===== config.mk =====
export PLATFORM = sky130hd
export DESIGN_NAME = integer_to_ascii_formatter_flat
export DESIGN_NICKNAME = d
export VERILOG_FILES = /design/src/design/i2a_pkg.sv /design/src/design/i2a_in_if.sv /design/src/design/i2a_out_if.sv /design/src/design/i2a_ctrl.sv /design/src/design/i2a_datapath.sv /design/src/design/integer_to_ascii_formatter.sv /design/src/flat_wrapper.sv
export SDC_FILE = /design/constraint.sdc
export NUM_CORES = 1
export LEC_CHECK = 0
export ABC_AREA = 1
export BUFFER_PORTS_ARGS = -buffer_cell sky130_fd_sc_hd__buf_2
export CORE_ASPECT_RATIO = 1.25
export CORE_MARGIN = 8
export CORE_UTILIZATION = 25
export CTS_BUF_LIST = sky130_fd_sc_hd__clkbuf_2 sky130_fd_sc_hd__clkbuf_4 sky130_fd_sc_hd__clkbuf_8
export CTS_CLUSTER_SIZE = 40
export DETAILED_ROUTE_END_ITERATION = 10
export PLACE_DENSITY = 0.39
export SKIP_LAST_GASP = 1
export SYNTH_ARGS = -nofsm -noshare
export SYNTH_HDL_FRONTEND = slang
export SYNTH_SLANG_ARGS = --single-unit

===== constraint.sdc =====
create_clock -name clk_i -period 13.74 [get_ports clk_i]
set_input_delay 2.748 -clock clk_i [delete_from_list [all_inputs] [get_ports clk_i]]
set_output_delay 2.748 -clock clk_i [all_outputs]
set_load 0.05 [all_outputs]

===== src/design/i2a_pkg.sv =====
// ----------------------------------------------------------------------------
// i2a_pkg: shared types and constants of the integer to ASCII formatter
// Holds the controller state type, the command and status structs that
// join the controller to the datapath, ASCII codes and the digit lookup.
// ----------------------------------------------------------------------------
package i2a_pkg;

  // Fixed field widths of the channels.
  localparam int unsigned ValueW = 64;
  localparam int unsigned FieldW = 6;
  localparam int unsigned CharW  = 8;

  // Width of character counts; the layout sums stay well below 256.
  localparam int unsigned CntW     = 8;
  // At most this many characters leave for one item.
  localparam int unsigned MaxChars = 64;
  localparam int unsigned RemW     = 7;

  // ASCII codes.
  localparam logic [CharW-1:0] AsciiSpace = 8'h20;
  localparam logic [CharW-1:0] AsciiMinus = 8'h2D;
  localparam logic [CharW-1:0] AsciiZero  = 8'h30;
  localparam logic [CharW-1:0] AsciiUpA   = 8'h41;
  localparam logic [CharW-1:0] AsciiLowA  = 8'h61;
  localparam logic [CharW-1:0] AsciiNul   = 8'h00;

  // Controller states.
  typedef enum logic [2:0] {
    S_IDLE,
    S_CONV,
    S_SCAN,
    S_PLAN,
    S_EMIT
  } ctrl_state_e;

  // Commands from the controller to the datapath.
  typedef struct packed {
    logic load;
    logic conv;
    logic scan;
    logic plan;
    logic emit;
  } cmd_t;

  // Status from the datapath to the controller.
  typedef struct packed {
    logic conv_done;
    logic scan_done;
    logic out_free;
    logic last_char;
  } sts_t;

  // One input transaction as the datapath sees it.
  typedef struct packed {
    logic [ValueW-1:0] value;
    logic              is_signed;
    logic              base_hex;
    logic              upper_case;
    logic              left_just;
    logic              zero_fill;
    logic [FieldW-1:0] field_width;
    logic              precision_given;
    logic [FieldW-1:0] min_digits;
  } in_item_t;

  // Map one digit nibble to its ASCII character.
  function automatic logic [CharW-1:0] digit_char(input logic [3:0] nib, input logic upper);
    logic [CharW-1:0] base;
    base = upper ? AsciiUpA : AsciiLowA;
    if (nib < 4'd10) begin
      digit_char = AsciiZero + {4'd0, nib};
    end else begin
      digit_char = base + {4'd0, nib} - 8'd10;
    end
  endfunction

endpackage


===== src/design/i2a_in_if.sv =====
// ----------------------------------------------------------------------------
// i2a_in_if: input channel of the formatter
// Valid/ready channel carrying one value with its conversion settings.
// ----------------------------------------------------------------------------
interface i2a_in_if;
  logic        valid;
  logic        ready;
  logic [63:0] value;
  logic        is_signed;
  logic        base_hex;
  logic        upper_case;
  logic        left_just;
  logic        zero_fill;
  logic [5:0]  field_width;
  logic        precision_given;
  logic [5:0]  min_digits;

  modport source (
    output valid, value, is_signed, base_hex, upper_case, left_just, zero_fill,
           field_width, precision_given, min_digits,
    input  ready
  );
  modport sink (
    input  valid, value, is_signed, base_hex, upper_case, left_just, zero_fill,
           field_width, precision_given, min_digits,
    output ready
  );
endinterface


===== src/design/i2a_out_if.sv =====
// ----------------------------------------------------------------------------
// i2a_out_if: output channel of the formatter
// Valid/ready channel carrying one ASCII character per transaction.
// ----------------------------------------------------------------------------
interface i2a_out_if;
  logic       valid;
  logic       ready;
  logic [7:0] char_code;
  logic       last;
  logic       empty_res;

  modport source (output valid, char_code, last, empty_res, input ready);
  modport sink (input valid, char_code, last, empty_res, output ready);
endinterface


===== src/design/i2a_ctrl.sv =====
// ----------------------------------------------------------------------------
// i2a_ctrl: formatter controller
// Sequences load, binary to digit conversion, leading zero scan, layout
// planning and character emission by commands to the datapath.
// ----------------------------------------------------------------------------
module i2a_ctrl
  import i2a_pkg::*;
(
  input  logic clk_i,
  input  logic rst_ni,
  input  logic in_valid_i,
  output logic in_ready_o,
  input  sts_t sts_i,
  output cmd_t cmd_o
);

  ctrl_state_e state_q, state_d;

  // State register.
  always_ff @(posedge clk_i or negedge rst_ni) begin
    if (!rst_ni) begin
      state_q <= S_IDLE;
    end else begin
      state_q <= state_d;
    end
  end

  // Next state and commands.
  always_comb begin
    state_d    = state_q;
    cmd_o      = '0;
    in_ready_o = 1'b0;
    case (state_q)
      S_IDLE: begin
        in_ready_o = 1'b1;
        if (in_valid_i) begin
          cmd_o.load = 1'b1;
          state_d    = S_CONV;
        end
      end
      S_CONV: begin
        if (sts_i.conv_done) begin
          state_d = S_SCAN;
        end else begin
          cmd_o.conv = 1'b1;
        end
      end
      S_SCAN: begin
        if (sts_i.scan_done) begin
          state_d = S_PLAN;
        end else begin
          cmd_o.scan = 1'b1;
        end
      end
      S_PLAN: begin
        cmd_o.plan = 1'b1;
        state_d    = S_EMIT;
      end
      S_EMIT: begin
        if (sts_i.out_free) begin
          cmd_o.emit = 1'b1;
          if (sts_i.last_char) begin
            state_d = S_IDLE;
          end
        end
      end
      default: begin
        state_d = S_IDLE;
      end
    endcase
  end

endmodule


===== src/design/i2a_datapath.sv =====
// ----------------------------------------------------------------------------
// i2a_datapath: formatter datapath
// Shift-and-add-3 conversion one bit per cycle (plain shift for hex),
// a nibble-wise leading zero scan, the width/precision layout arithmetic,
// the per-character sequencing counters and the output register.
// ----------------------------------------------------------------------------
module i2a_datapath
  import i2a_pkg::*;
#(
  parameter int unsigned VALUE_BITS  = 64,
  parameter int unsigned DIGIT_SLOTS = 20
) (
  input  logic             clk_i,
  input  logic             rst_ni,
  input  cmd_t             cmd_i,
  output sts_t             sts_o,
  input  in_item_t         item_i,
  output logic             out_valid_o,
  input  logic             out_ready_i,
  output logic [CharW-1:0] out_char_o,
  output logic             out_last_o,
  output logic             out_empty_o
);

  localparam int unsigned DigW  = 4 * DIGIT_SLOTS;
  localparam int unsigned BitW  = $clog2(VALUE_BITS + 1);
  localparam int unsigned SlotW = $clog2(DIGIT_SLOTS + 1);

  // Conversion state.
  logic [VALUE_BITS-1:0] val_q, val_d;
  logic [DigW-1:0]       dig_q, dig_d;
  logic                  ovf_q, ovf_d;
  logic [BitW-1:0]       bits_q, bits_d;
  logic [SlotW-1:0]      slots_q, slots_d;

  // Settings held for the item.
  logic              neg_q, hex_q, upper_q, left_q, zflag_q, pg_q;
  logic [FieldW-1:0] width_q, prec_q;

  // Emission counters.
  logic [CntW-1:0] pad_q, pad_d;
  logic [CntW-1:0] zeros_q, zeros_d;
  logic [CntW-1:0] len_q, len_d;
  logic [RemW-1:0] rem_q, rem_d;
  logic            sign_q, sign_d;
  logic            empty_q, empty_d;

  // Output register.
  logic             ovalid_q, ovalid_d;
  logic [CharW-1:0] ochar_q, ochar_d;
  logic             olast_q, olast_d;
  logic             oempty_q, oempty_d;

  // Load-time negation.
  logic [VALUE_BITS-1:0] load_v;
  logic                  load_neg;
  assign load_v   = item_i.value[VALUE_BITS-1:0];
  assign load_neg = item_i.is_signed && !item_i.base_hex && load_v[VALUE_BITS-1];

  // Add 3 to every digit of 5 or more before the shift (decimal only).
  logic [DigW-1:0] adj;
  always_comb begin
    for (int i = 0; i < DIGIT_SLOTS; i++) begin
      if (!hex_q && (dig_q[i*4 +: 4] >= 4'd5)) begin
        adj[i*4 +: 4] = dig_q[i*4 +: 4] + 4'd3;
      end else begin
        adj[i*4 +: 4] = dig_q[i*4 +: 4];
      end
    end
  end

  // Layout arithmetic for the plan step.
  logic [CntW-1:0] width_c, prec_c, slots_c, len_c, w_c, zeros_c, body_c, pad_c, n_c;
  logic            zp_c;
  always_comb begin
    width_c = {{(CntW-FieldW){1'b0}}, width_q};
    prec_c  = {{(CntW-FieldW){1'b0}}, prec_q};
    slots_c = CntW'(slots_q);
    if (slots_q == '0) begin
      len_c = (pg_q && (prec_q == '0)) ? '0 : CntW'(1);
    end else begin
      len_c = slots_c;
    end
    w_c = width_c - CntW'(neg_q && (width_q != '0));
    zp_c = zflag_q && !left_q && !pg_q;
    zeros_c = '0;
    if (pg_q) begin
      if (prec_c > len_c) begin
        zeros_c = prec_c - len_c;
      end
    end else if (zp_c && (w_c > len_c)) begin
      zeros_c = w_c - len_c;
    end
    body_c = len_c + zeros_c;
    pad_c  = (w_c > body_c) ? (w_c - body_c) : '0;
    n_c    = pad_c + body_c + CntW'(neg_q);
  end

  // Which character goes out next.
  logic             out_free, lead_c, zero_c, digit_c;
  logic [CharW-1:0] char_c;
  always_comb begin
    out_free = !ovalid_q || out_ready_i;
    lead_c   = !left_q && (pad_q != '0);
    zero_c   = zeros_q != '0;
    digit_c  = len_q != '0;
    if (empty_q) begin
      char_c = AsciiNul;
    end else if (lead_c) begin
      char_c = AsciiSpace;
    end else if (sign_q) begin
      char_c = AsciiMinus;
    end else if (zero_c) begin
      char_c = AsciiZero;
    end else if (digit_c) begin
      char_c = digit_char(dig_q[DigW-1 -: 4], upper_q);
    end else begin
      char_c = AsciiSpace;
    end
  end

  // Next-state logic for the datapath registers.
  always_comb begin
    val_d     = val_q;
    dig_d     = dig_q;
    ovf_d     = ovf_q;
    bits_d    = bits_q;
    slots_d   = slots_q;
    pad_d     = pad_q;
    zeros_d   = zeros_q;
    len_d     = len_q;
    rem_d     = rem_q;
    sign_d    = sign_q;
    empty_d   = empty_q;
    ovalid_d  = ovalid_q && !out_ready_i;
    ochar_d   = ochar_q;
    olast_d   = olast_q;
    oempty_d  = oempty_q;
    if (cmd_i.load) begin
      val_d   = load_neg ? (~load_v + VALUE_BITS'(1)) : load_v;
      dig_d   = '0;
      ovf_d   = 1'b0;
      bits_d  = BitW'(VALUE_BITS);
      slots_d = SlotW'(DIGIT_SLOTS);
    end
    if (cmd_i.conv) begin
      dig_d  = {adj[DigW-2:0], val_q[VALUE_BITS-1]};
      ovf_d  = ovf_q | adj[DigW-1];
      val_d  = {val_q[VALUE_BITS-2:0], 1'b0};
      bits_d = bits_q - BitW'(1);
    end
    if (cmd_i.scan) begin
      dig_d   = {dig_q[DigW-5:0], 4'd0};
      slots_d = slots_q - SlotW'(1);
    end
    if (cmd_i.plan) begin
      pad_d   = pad_c;
      zeros_d = zeros_c;
      len_d   = len_c;
      sign_d  = neg_q;
      empty_d = n_c == '0;
      rem_d   = (n_c > CntW'(MaxChars)) ? RemW'(MaxChars) : n_c[RemW-1:0];
    end
    if (cmd_i.emit) begin
      ovalid_d = 1'b1;
      ochar_d  = char_c;
      olast_d  = rem_q <= RemW'(1);
      oempty_d = empty_q;
      rem_d    = rem_q - RemW'(!empty_q);
      if (lead_c) begin
        pad_d = pad_q - CntW'(1);
      end else if (sign_q) begin
        sign_d = 1'b0;
      end else if (zero_c) begin
        zeros_d = zeros_q - CntW'(1);
      end else if (digit_c) begin
        len_d = len_q - CntW'(1);
        dig_d = {dig_q[DigW-5:0], 4'd0};
      end else begin
        pad_d = pad_q - CntW'(1);
      end
    end
  end

  // Control registers.
  always_ff @(posedge clk_i or negedge rst_ni) begin
    if (!rst_ni) begin
      ovalid_q <= 1'b0;
    end else begin
      ovalid_q <= ovalid_d;
    end
  end

  // Payload registers.
  always_ff @(posedge clk_i) begin
    val_q    <= val_d;
    dig_q    <= dig_d;
    ovf_q    <= ovf_d;
    bits_q   <= bits_d;
    slots_q  <= slots_d;
    pad_q    <= pad_d;
    zeros_q  <= zeros_d;
    len_q    <= len_d;
    rem_q    <= rem_d;
    sign_q   <= sign_d;
    empty_q  <= empty_d;
    ochar_q  <= ochar_d;
    olast_q  <= olast_d;
    oempty_q <= oempty_d;
    if (cmd_i.load) begin
      neg_q   <= load_neg;
      hex_q   <= item_i.base_hex;
      upper_q <= item_i.upper_case;
      left_q  <= item_i.left_just;
      zflag_q <= item_i.zero_fill;
      width_q <= item_i.field_width;
      pg_q    <= item_i.precision_given;
      prec_q  <= item_i.min_digits;
    end
  end

  // Status back to the controller.
  always_comb begin
    sts_o.conv_done = bits_q == '0;
    sts_o.scan_done = (slots_q == '0) || (dig_q[DigW-1 -: 4] != 4'd0) || ovf_q;
    sts_o.out_free  = out_free;
    sts_o.last_char = rem_q <= RemW'(1);
  end

  assign out_valid_o = ovalid_q;
  assign out_char_o  = ochar_q;
  assign out_last_o  = olast_q;
  assign out_empty_o = oempty_q;

endmodule


===== src/design/integer_to_ascii_formatter.sv =====
// ----------------------------------------------------------------------------
// integer_to_ascii_formatter: printf-style integer to ASCII conversion
// Formats one value with sign, base, case, width, alignment, zero padding
// and precision settings into a stream of ASCII characters.
//
//   Channel | Direction | Payload                                   | Per transaction
//   in_i    | sink      | value, is_signed, base_hex, upper_case,   | one value
//           |           | left_just, zero_fill, field_width,        |
//           |           | precision_given, min_digits               |
//   out_o   | source    | char_code, last, empty_res                | one character
//
// An item goes through conversion (one bit a cycle through the shift-and-add-3
// register), a leading zero scan, a planning step, then one character per cycle
// while the output register is free to take it (at most 64 characters).
// The next item is taken once the last character sits in the output register.
// Reset clears the controller and the output valid; no memory needs clearing.
// A stalled output holds the character and pauses emission.
// ----------------------------------------------------------------------------
module integer_to_ascii_formatter
  import i2a_pkg::*;
#(
  parameter int unsigned VALUE_BITS  = 64,
  parameter int unsigned DIGIT_SLOTS = 20
) (
  input  logic clk_i,
  input  logic rst_ni,
  i2a_in_if.sink    in_i,
  i2a_out_if.source out_o
);

  cmd_t     cmd;
  sts_t     sts;
  in_item_t item;
  logic     in_ready;

  // Gather the input payload.
  assign item.value           = in_i.value;
  assign item.is_signed       = in_i.is_signed;
  assign item.base_hex        = in_i.base_hex;
  assign item.upper_case      = in_i.upper_case;
  assign item.left_just       = in_i.left_just;
  assign item.zero_fill       = in_i.zero_fill;
  assign item.field_width     = in_i.field_width;
  assign item.precision_given = in_i.precision_given;
  assign item.min_digits      = in_i.min_digits;
  assign in_i.ready           = in_ready;

  // Controller.
  i2a_ctrl u_ctrl (
    .clk_i      (clk_i),
    .rst_ni     (rst_ni),
    .in_valid_i (in_i.valid),
    .in_ready_o (in_ready),
    .sts_i      (sts),
    .cmd_o      (cmd)
  );

  // Datapath.
  i2a_datapath #(
    .VALUE_BITS  (VALUE_BITS),
    .DIGIT_SLOTS (DIGIT_SLOTS)
  ) u_datapath (
    .clk_i       (clk_i),
    .rst_ni      (rst_ni),
    .cmd_i       (cmd),
    .sts_o       (sts),
    .item_i      (item),
    .out_valid_o (out_o.valid),
    .out_ready_i (out_o.ready),
    .out_char_o  (out_o.char_code),
    .out_last_o  (out_o.last),
    .out_empty_o (out_o.empty_res)
  );

endmodule

===== src/flat_wrapper.sv =====
// flat-port wrapper written by rule: the top's interface ports become plain ports
module integer_to_ascii_formatter_flat import i2a_pkg::*;
#(
  parameter int unsigned VALUE_BITS  = 64,
  parameter int unsigned DIGIT_SLOTS = 20
)
  (clk_i, rst_ni, in_i_valid, in_i_value, in_i_is_signed, in_i_base_hex, in_i_upper_case, in_i_left_just, in_i_zero_fill, in_i_field_width, in_i_precision_given, in_i_min_digits, in_i_ready, out_o_valid, out_o_char_code, out_o_last, out_o_empty_res, out_o_ready);
  i2a_in_if in_i_i ();
  i2a_out_if out_o_i ();
  input  logic clk_i;
  input  logic rst_ni;
  input wire logic [$bits(in_i_i.valid)-1:0] in_i_valid;
  input wire logic [$bits(in_i_i.value)-1:0] in_i_value;
  input wire logic [$bits(in_i_i.is_signed)-1:0] in_i_is_signed;
  input wire logic [$bits(in_i_i.base_hex)-1:0] in_i_base_hex;
  input wire logic [$bits(in_i_i.upper_case)-1:0] in_i_upper_case;
  input wire logic [$bits(in_i_i.left_just)-1:0] in_i_left_just;
  input wire logic [$bits(in_i_i.zero_fill)-1:0] in_i_zero_fill;
  input wire logic [$bits(in_i_i.field_width)-1:0] in_i_field_width;
  input wire logic [$bits(in_i_i.precision_given)-1:0] in_i_precision_given;
  input wire logic [$bits(in_i_i.min_digits)-1:0] in_i_min_digits;
  output wire logic [$bits(in_i_i.ready)-1:0] in_i_ready;
  output wire logic [$bits(out_o_i.valid)-1:0] out_o_valid;
  output wire logic [$bits(out_o_i.char_code)-1:0] out_o_char_code;
  output wire logic [$bits(out_o_i.last)-1:0] out_o_last;
  output wire logic [$bits(out_o_i.empty_res)-1:0] out_o_empty_res;
  input wire logic [$bits(out_o_i.ready)-1:0] out_o_ready;
  assign in_i_i.valid = in_i_valid;
  assign in_i_i.value = in_i_value;
  assign in_i_i.is_signed = in_i_is_signed;
  assign in_i_i.base_hex = in_i_base_hex;
  assign in_i_i.upper_case = in_i_upper_case;
  assign in_i_i.left_just = in_i_left_just;
  assign in_i_i.zero_fill = in_i_zero_fill;
  assign in_i_i.field_width = in_i_field_width;
  assign in_i_i.precision_given = in_i_precision_given;
  assign in_i_i.min_digits = in_i_min_digits;
  assign in_i_ready = in_i_i.ready;
  assign out_o_valid = out_o_i.valid;
  assign out_o_char_code = out_o_i.char_code;
  assign out_o_last = out_o_i.last;
  assign out_o_empty_res = out_o_i.empty_res;
  assign out_o_i.ready = out_o_ready;
  integer_to_ascii_formatter #(.VALUE_BITS(VALUE_BITS), .DIGIT_SLOTS(DIGIT_SLOTS)) u_core (.clk_i(clk_i), .rst_ni(rst_ni), .in_i(in_i_i), .out_o(out_o_i));
endmodule

* Word level (Yosys, flattened, before mapping) *
Index checks and enable logic that the tools add are counted.

storage, ports and cells
  output and inout port bits = 12
  logic and storage cells = 249
  register bits = 222
  input port bits = 86

operators by class
  eq/ne operators = 9
  reduce and logical (&&, ||, !) cells = 56
  bitwise operators = 3
  $add $sub $neg = 37
  mux-type cells = 90
  $lt $le $gt $ge = 26

operator list
  kind                   count
  $mux 80                8
  $mux 64                3
  $mux 8                 22
  $add 4x2->4 const B    20
  $ge 4x3->1 const B     20
  $mux 4                 20
  $add 64x1->64 const B  1
  $not 64->64            1
  $mux 7                 5
  $mux 6                 5
  $logic_and 1x1->1      29
  $reduce_bool 8->1      3
  $sub 8x1->8 const B    3
  $mux 1                 18
  $add 8x8->8            2
  $gt 8x8->1             2
  $sub 8x8->8            2
  $mux 3                 5
  $mux 5                 3
  $pmux 3 s5             1
  $add 7x4->8            1
  $add 8x1->8            1
  $gt 6x8->1             1
  $gt 8x7->1 const B     1
  30 further kinds       44

* Depth between registers and ports, before layout *
  word-level depth = 17
  gate-level depth with buffers = 50
  depth with buffers taken out = 50

* Cells and area by module *
From an unflattened synthesis, not the netlist that was laid out.

second synthesis, totals
  cell total of the unflattened synthesis = 1,992
  area, all modules = 14,855.5 um^2

modules (own cells, without submodules)
  module        seq. area each (um^2)  cells an instance  instances  area an instance (um^2)
  i2a_datapath  5,480.3                1,957              1          14,631.5
  i2a_ctrl      75.1                   35                 1          224.0

* Worst setup path after synthesis *
OpenSTA, ideal clock, no wires.

  kind = register to register
  start point = register u_core.u_datapath.prec_q[1]
  end point = register u_core.u_datapath.rem_q[5], data pin
  path slack = 6.934 ns
  library setup time = 0.256 ns
  clock period less this slack = 6.806 ns
  stages on the path, launching flop included = 43
  data arrival time = 6.550 ns
  path buffers = 0
  data required time = 13.484 ns
  cells stage by stage = edfxtp_1 -> or4_1 -> nor4_1 -> o21ai_0 -> ha_1 -> fa_1 -> inv_1 -> nand3_4 -> nand2_4 -> nand3_4 -> a21oi_4 -> inv_2 -> o32ai_1 -> ha_1 -> inv_1 -> fa_1 -> o21ai_0 -> xor2_1 -> [... 7 more ...] -> nand2_1 -> nand2_2 -> nand2_4 -> nand2_4 -> o21ai_0 -> ha_1 -> inv_1 -> nand2_1 -> inv_1 -> fa_1 -> o21ai_0 -> a21oi_1 -> nor2_1 -> nor2_1 -> xor2_1 -> nand2_1 -> nand3_1 -> nand2_1

on the way
  word-level cells in the longest chain between the ends = 17
  elaborated cells between the ends (all ways) = 22
  those cells by class = 6 x add/sub; 4 x order compare; 9 x mux; 3 x reduce/logical

ends and longest elaborated chain
  element                         line                 source
  start, declared                 i2a_datapath.sv:38   logic [FieldW-1:0] width_q, prec_q;
  start signal, assigned          i2a_datapath.sv:218  prec_q <= item_i.min_digits;
  $logic_not 6->1                 i2a_datapath.sv:80   len_c = (pg_q && (prec_q == '0)) ? '0 : CntW'(1);
  $logic_and 1x1->1               i2a_datapath.sv:80
  $mux 1                          i2a_datapath.sv:80
  $mux 5                          i2a_datapath.sv:79   if (slots_q == '0) begin
  $gt 8x8->1                      i2a_datapath.sv:91   end else if (zp_c && (w_c > len_c)) begin
  $logic_and 1x1->1               i2a_datapath.sv:91
  $mux 8                          i2a_datapath.sv:91
  $mux 8                          i2a_datapath.sv:87   if (pg_q) begin
  [... 2 more ...]                -
  $mux 8                          i2a_datapath.sv:95   pad_c = (w_c > body_c) ? (w_c - body_c) : '0;
  $add 8x8->8 *                   i2a_datapath.sv:96   n_c = pad_c + body_c + CntW'(neg_q);
  $add 8x1->8 *                   i2a_datapath.sv:96
  $gt 8x7->1                      i2a_datapath.sv:162  rem_d = (n_c > CntW'(MaxChars)) ? RemW'(MaxChars) : n_c[RemW-1:0];
  $mux 7 *                        i2a_datapath.sv:162
  $mux 7 *                        i2a_datapath.sv:156  if (cmd_i.plan) begin
  $mux 7 *                        i2a_datapath.sv:164  if (cmd_i.emit) begin
  via u_core.u_datapath.rem_d[5]  i2a_datapath.sv:44   logic [RemW-1:0] rem_q, rem_d;
  end signal, assigned            i2a_datapath.sv:204  rem_q <= rem_d;
  end, declared                   i2a_datapath.sv:44

The timed path passes the listed nets; every way through them passes the cells marked *. The select of a mux whose other input is x is not followed.
A chain may end at the register's enable or synchronous reset.

* Final worst setup path *
  start point = register u_core.u_datapath.prec_q[1]
  end point = register u_core.u_datapath.rem_q[4], data pin

The elaborated chain is that of the path after synthesis.

==> qor.yml <==
synth_edf_count: 111
min_path_type: "reg2reg"
grt_overflow: 0
design.final.nets: 2210
number_of_global_route_vias_before_repair: 13600
wirelength_mm: 44.1
max_slew.worst_pin.slew_ns: 0.996
vdd.ir_drop.worst_mv: 0.124
met1_usage_pct: 14.2
post_cts_resize_count: 0
timing.rr.end: "u_core.u_datapath.rem_q[4]"
timing.hold.ws_ns: 0.435
finalWeightedCongestion: 0.821
clock_sink_count: 221
setup_tns_ns: 0
maxSlewHeadroom_pct: 33.6
cts-buffers-inserted: 46
crit_path_frequent_cell: "sky130_fd_sc_hd__inv_1"
final_layout_size_suffix_gt1_share_pct: 13.3
clock-skew-final_ns: 0.0294
floorplan.die.height_um: 289
rsz0062_at_grt: "no"
synthToLayoutAreaGrowth_pct: 14.9
clk_pin_slew_worst_paths_ns: 0.06
setup_viol: 0
vias: 13300
slowest_stage: "sky130_fd_sc_hd__or4_1"
drt_first_iter_violations: 566
maximum_number_of_pins_on_one_net_before_global_route_repair: 79
floorplan.rows: 100
register_to_register_setup_slack_ns: 5.99
synth.top_cell.area_share_pct: 22.3
most_used_routing_layer_in_global_routing: "met2"
routed_via_density: 4.69
finalMaxSlewViolations: 0
hold_depth: 1
die_w_um: 235
groute.usage.overall_pct: 12.8
postCtsSetupRepairBufs: 0
grt_pass1_wl_mm: 71.4
initial_utilization_pct: 25.2
max-cap-violations: 0
groute.layer.met3.usage_pct: 2.14
number_of_antenna_violations_at_the_first_check_in_global_routing: 2
final.setup.worst_slack_ns: 5.99
cellPowerDensity_nw_per_um2: 243
pre_antenna_drt_iters: 8
timing.setup.critical_path_class: "reg2reg"
utilization_pct: 28.9
dp_hpwl_mm: 30.8
clk_root_buffer_cell: "sky130_fd_sc_hd__clkbuf_8"
synth.cell_area_um2: 14900
groute.layer.met2.usage_pct: 24.1
io_buffer_count: 96
tritoncts_clock_tree: "done"
crit_end: "u_core.u_datapath.rem_q[4]"
finalCritPeriodShare_pct: 56.4
route.detailed.drc: 0
cp_slowest_stage_delay_ns: 0.55
worst-r2r-cell-count: 42
clk_path_buf_depth: 3
worst-path-max-fanout: 6
achievable-frequency_ghz: 0.129
yosys.cell_types.count: 65
timing.final.crit_period_ns: 7.75
cp.required_ns: 14.09
worstReg2RegStart: "u_core.u_datapath.prec_q[1]"
post_synth_main_area_contributors: "sky130_fd_sc_hd__edfxtp_1, sky130_fd_sc_hd__dfxtp_1, sky130_fd_sc_hd__nand2_1"
synth_sequential_area_ratio_pct: 37.2
place_ws_ns: 5.96
avgSynthCellArea_um2: 7.65
postCtsHoldBufs: 0
cts.htree.levels: 2
synth_top_area_cell: "sky130_fd_sc_hd__edfxtp_1"
mappedNetlistNets: 2122
worst_skew_pair.late_latency_ns: 0.62
leakagePower_nw: 7.19
crit_arrival_ns: 8.10
netlist_instances: 1952
yosys_warnings: 0
count_of_state_elements_after_synthesis: 221
finalHoldViolCount: 0
core_um2: 59300
run_status: "finished, final reports clean"
crit_path_start_kind: "flip-flop"
wire_per_inst_um: 15.5
critPathCaptureType: "flip-flop"
startpoint: "u_core.u_datapath.prec_q[1]"
asyncSetResetFlopFracSynth_pct: 1.81
route.antenna.remaining_nets: 0
design.portCount: 98
fp.dieArea_um2: 67900
postSynth.topFlopCell: "sky130_fd_sc_hd__edfxtp_1"
==> registers in the layout, indices dropped and copies added, names as in the netlist, 3 cells and up <==
name,cells
u_core.u_datapath.dig_q,80
u_core.u_datapath.val_q,64
u_core.u_datapath.len_q,8
u_core.u_datapath.pad_q,8
u_core.u_datapath.zeros_q,8
u_core.u_datapath.bits_q,7
u_core.u_datapath.out_char_o,7
u_core.u_datapath.rem_q,7
u_core.u_datapath.prec_q,6
u_core.u_datapath.width_q,6
u_core.u_datapath.slots_q,5
u_core.u_ctrl.state_q,3
==> layout make-up <==
| cell class | count | area [µm²] |
|---|---|---|
| Inverter | 275 | 1040 |
| Sequential cell | 221 | 5560 |
| Multi-Input combinational cell | 1387 | 8110 |
| Timing Repair Buffer | 109 | 578 |
| Antenna cell | 1 | 2.50 |
| Clock buffer | 71 | 865 |
| Tap cell | 765 | 957 |
| Clock inverter | 10 | 55.1 |
| Fill cell | 6566 | 42100 |
==> cell usage after synthesis (all sizes together) (2+ instances only) <==
library cell,count
dfxtp,106
o32ai,9
o22ai,8
nor2,212
nor3,42
clkbuf,62
a22o,13
dfrtp,4
or2,16
o211ai,16
mux2i,11
a22oi,29
nor4,11
xor2,53
o221ai,2
nand2,336
o21ai,162
nand3,82
xnor2,19
a21oi,189
edfxtp,111
fa,5
or3,4
nand4,15
buf,7
o21a,2
clkinv,3
a31oi,13
inv,272
a311oi,8
ha,79
a211oi,2
o21bai,6
a221oi,32
nand3b,2
==> layer usage <==
metal  wire length [µm]  up-vias
li1                   -     6826
met1              18700     6207
met2              22600      194
met3               1510       80
met4               1310        0
met5                  0        -
==> kinds of logic after synthesis <==
kind of cell    count (synthesis)  synth area share [%]
simple gates                  722                  22.0
buf+inv                       344                  8.70
mux                            11                 0.737
other cells                     1                0.0251
compound gates                497                  19.7
fa+ha+maj                      84                  7.29
flops                         221                  37.2
xor+xnor                       72                  4.27
==> metrics by stage <==
stage                     total power, mW  instances  area, µm²
after floorplan                      2.90       1952      14900
after global placement               3.50       2757      16200
after detailed placement             3.50       2757      16200
after CTS                            4.26       2838      17200
after global routing                 4.60       2839      17200
final                                4.17       2839      17200
==> how the worst min path moves through the flow <==
stage / to / from
2_1_floorplan: u_core.u_datapath.len_q[0] / u_core.u_datapath.len_q[0]
3_3_place_gp: u_core.u_datapath.len_q[0] / u_core.u_datapath.len_q[0]
3_5_place_dp: u_core.u_datapath.len_q[0] / u_core.u_datapath.len_q[0]
4_1_cts: u_core.u_datapath.len_q[0] / u_core.u_datapath.len_q[0]
5_1_grt: u_core.u_datapath.len_q[0] / u_core.u_datapath.len_q[0]
6_report: u_core.u_datapath.len_q[0] / u_core.u_datapath.len_q[0]
==> layout by cell type (no fill, tap or decap), types with 5 or more instances in the layout <==
master,synthesis,final
sky130_fd_sc_hd__a221oi_1,32,32
sky130_fd_sc_hd__buf_4,1,13
sky130_fd_sc_hd__dfxtp_1,106,106
sky130_fd_sc_hd__mux2i_1,11,11
sky130_fd_sc_hd__xor2_1,52,52
sky130_fd_sc_hd__o21ai_1,8,8
sky130_fd_sc_hd__nor2_4,4,7
sky130_fd_sc_hd__ha_1,79,79
sky130_fd_sc_hd__or2_2,14,14
sky130_fd_sc_hd__a21oi_1,187,187
sky130_fd_sc_hd__inv_2,9,10
sky130_fd_sc_hd__nor3_1,35,34
sky130_fd_sc_hd__edfxtp_1,111,111
sky130_fd_sc_hd__o22ai_1,8,8
sky130_fd_sc_hd__nand2_1,315,315
sky130_fd_sc_hd__xnor2_1,19,19
sky130_fd_sc_hd__nand3_4,5,5
sky130_fd_sc_hd__nor3_2,5,6
sky130_fd_sc_hd__a22o_1,13,13
sky130_fd_sc_hd__fa_1,5,5
sky130_fd_sc_hd__buf_2,4,96
sky130_fd_sc_hd__inv_1,263,263
sky130_fd_sc_hd__clkbuf_4,0,18
sky130_fd_sc_hd__nand3_1,71,71
sky130_fd_sc_hd__nand2_4,9,9
sky130_fd_sc_hd__o21ai_0,151,151
sky130_fd_sc_hd__nand2_2,12,12
sky130_fd_sc_hd__o211ai_1,16,16
sky130_fd_sc_hd__nand4_1,14,14
sky130_fd_sc_hd__clkbuf_8,0,53
sky130_fd_sc_hd__o32ai_1,9,9
sky130_fd_sc_hd__nand3_2,6,6
sky130_fd_sc_hd__nor2_1,204,201
sky130_fd_sc_hd__a311oi_1,8,8
sky130_fd_sc_hd__a22oi_1,29,29
sky130_fd_sc_hd__a31oi_1,13,13
sky130_fd_sc_hd__nor4_1,11,11
==> critical path: cells and delay by family (launching register included) <==
kind	cells	cell delay (ns)
adders and majority gates	7	2.29
and+or+nand+nor	18	2.14
AOI/OAI and AO/OA	8	1.69
buffers and inverters	7	0.51
DFF	1	0.44
xor gates and xnor gates	2	0.43
==> power breakdown <==
group | switching, mW | internal [mW] | total [mW]
registers | 0.169 | 1.07 | 1.24
clock network | 0.311 | 0.398 | 0.709
logic | 1.46 | 0.760 | 2.22
(Power assumes the default switching activity.)
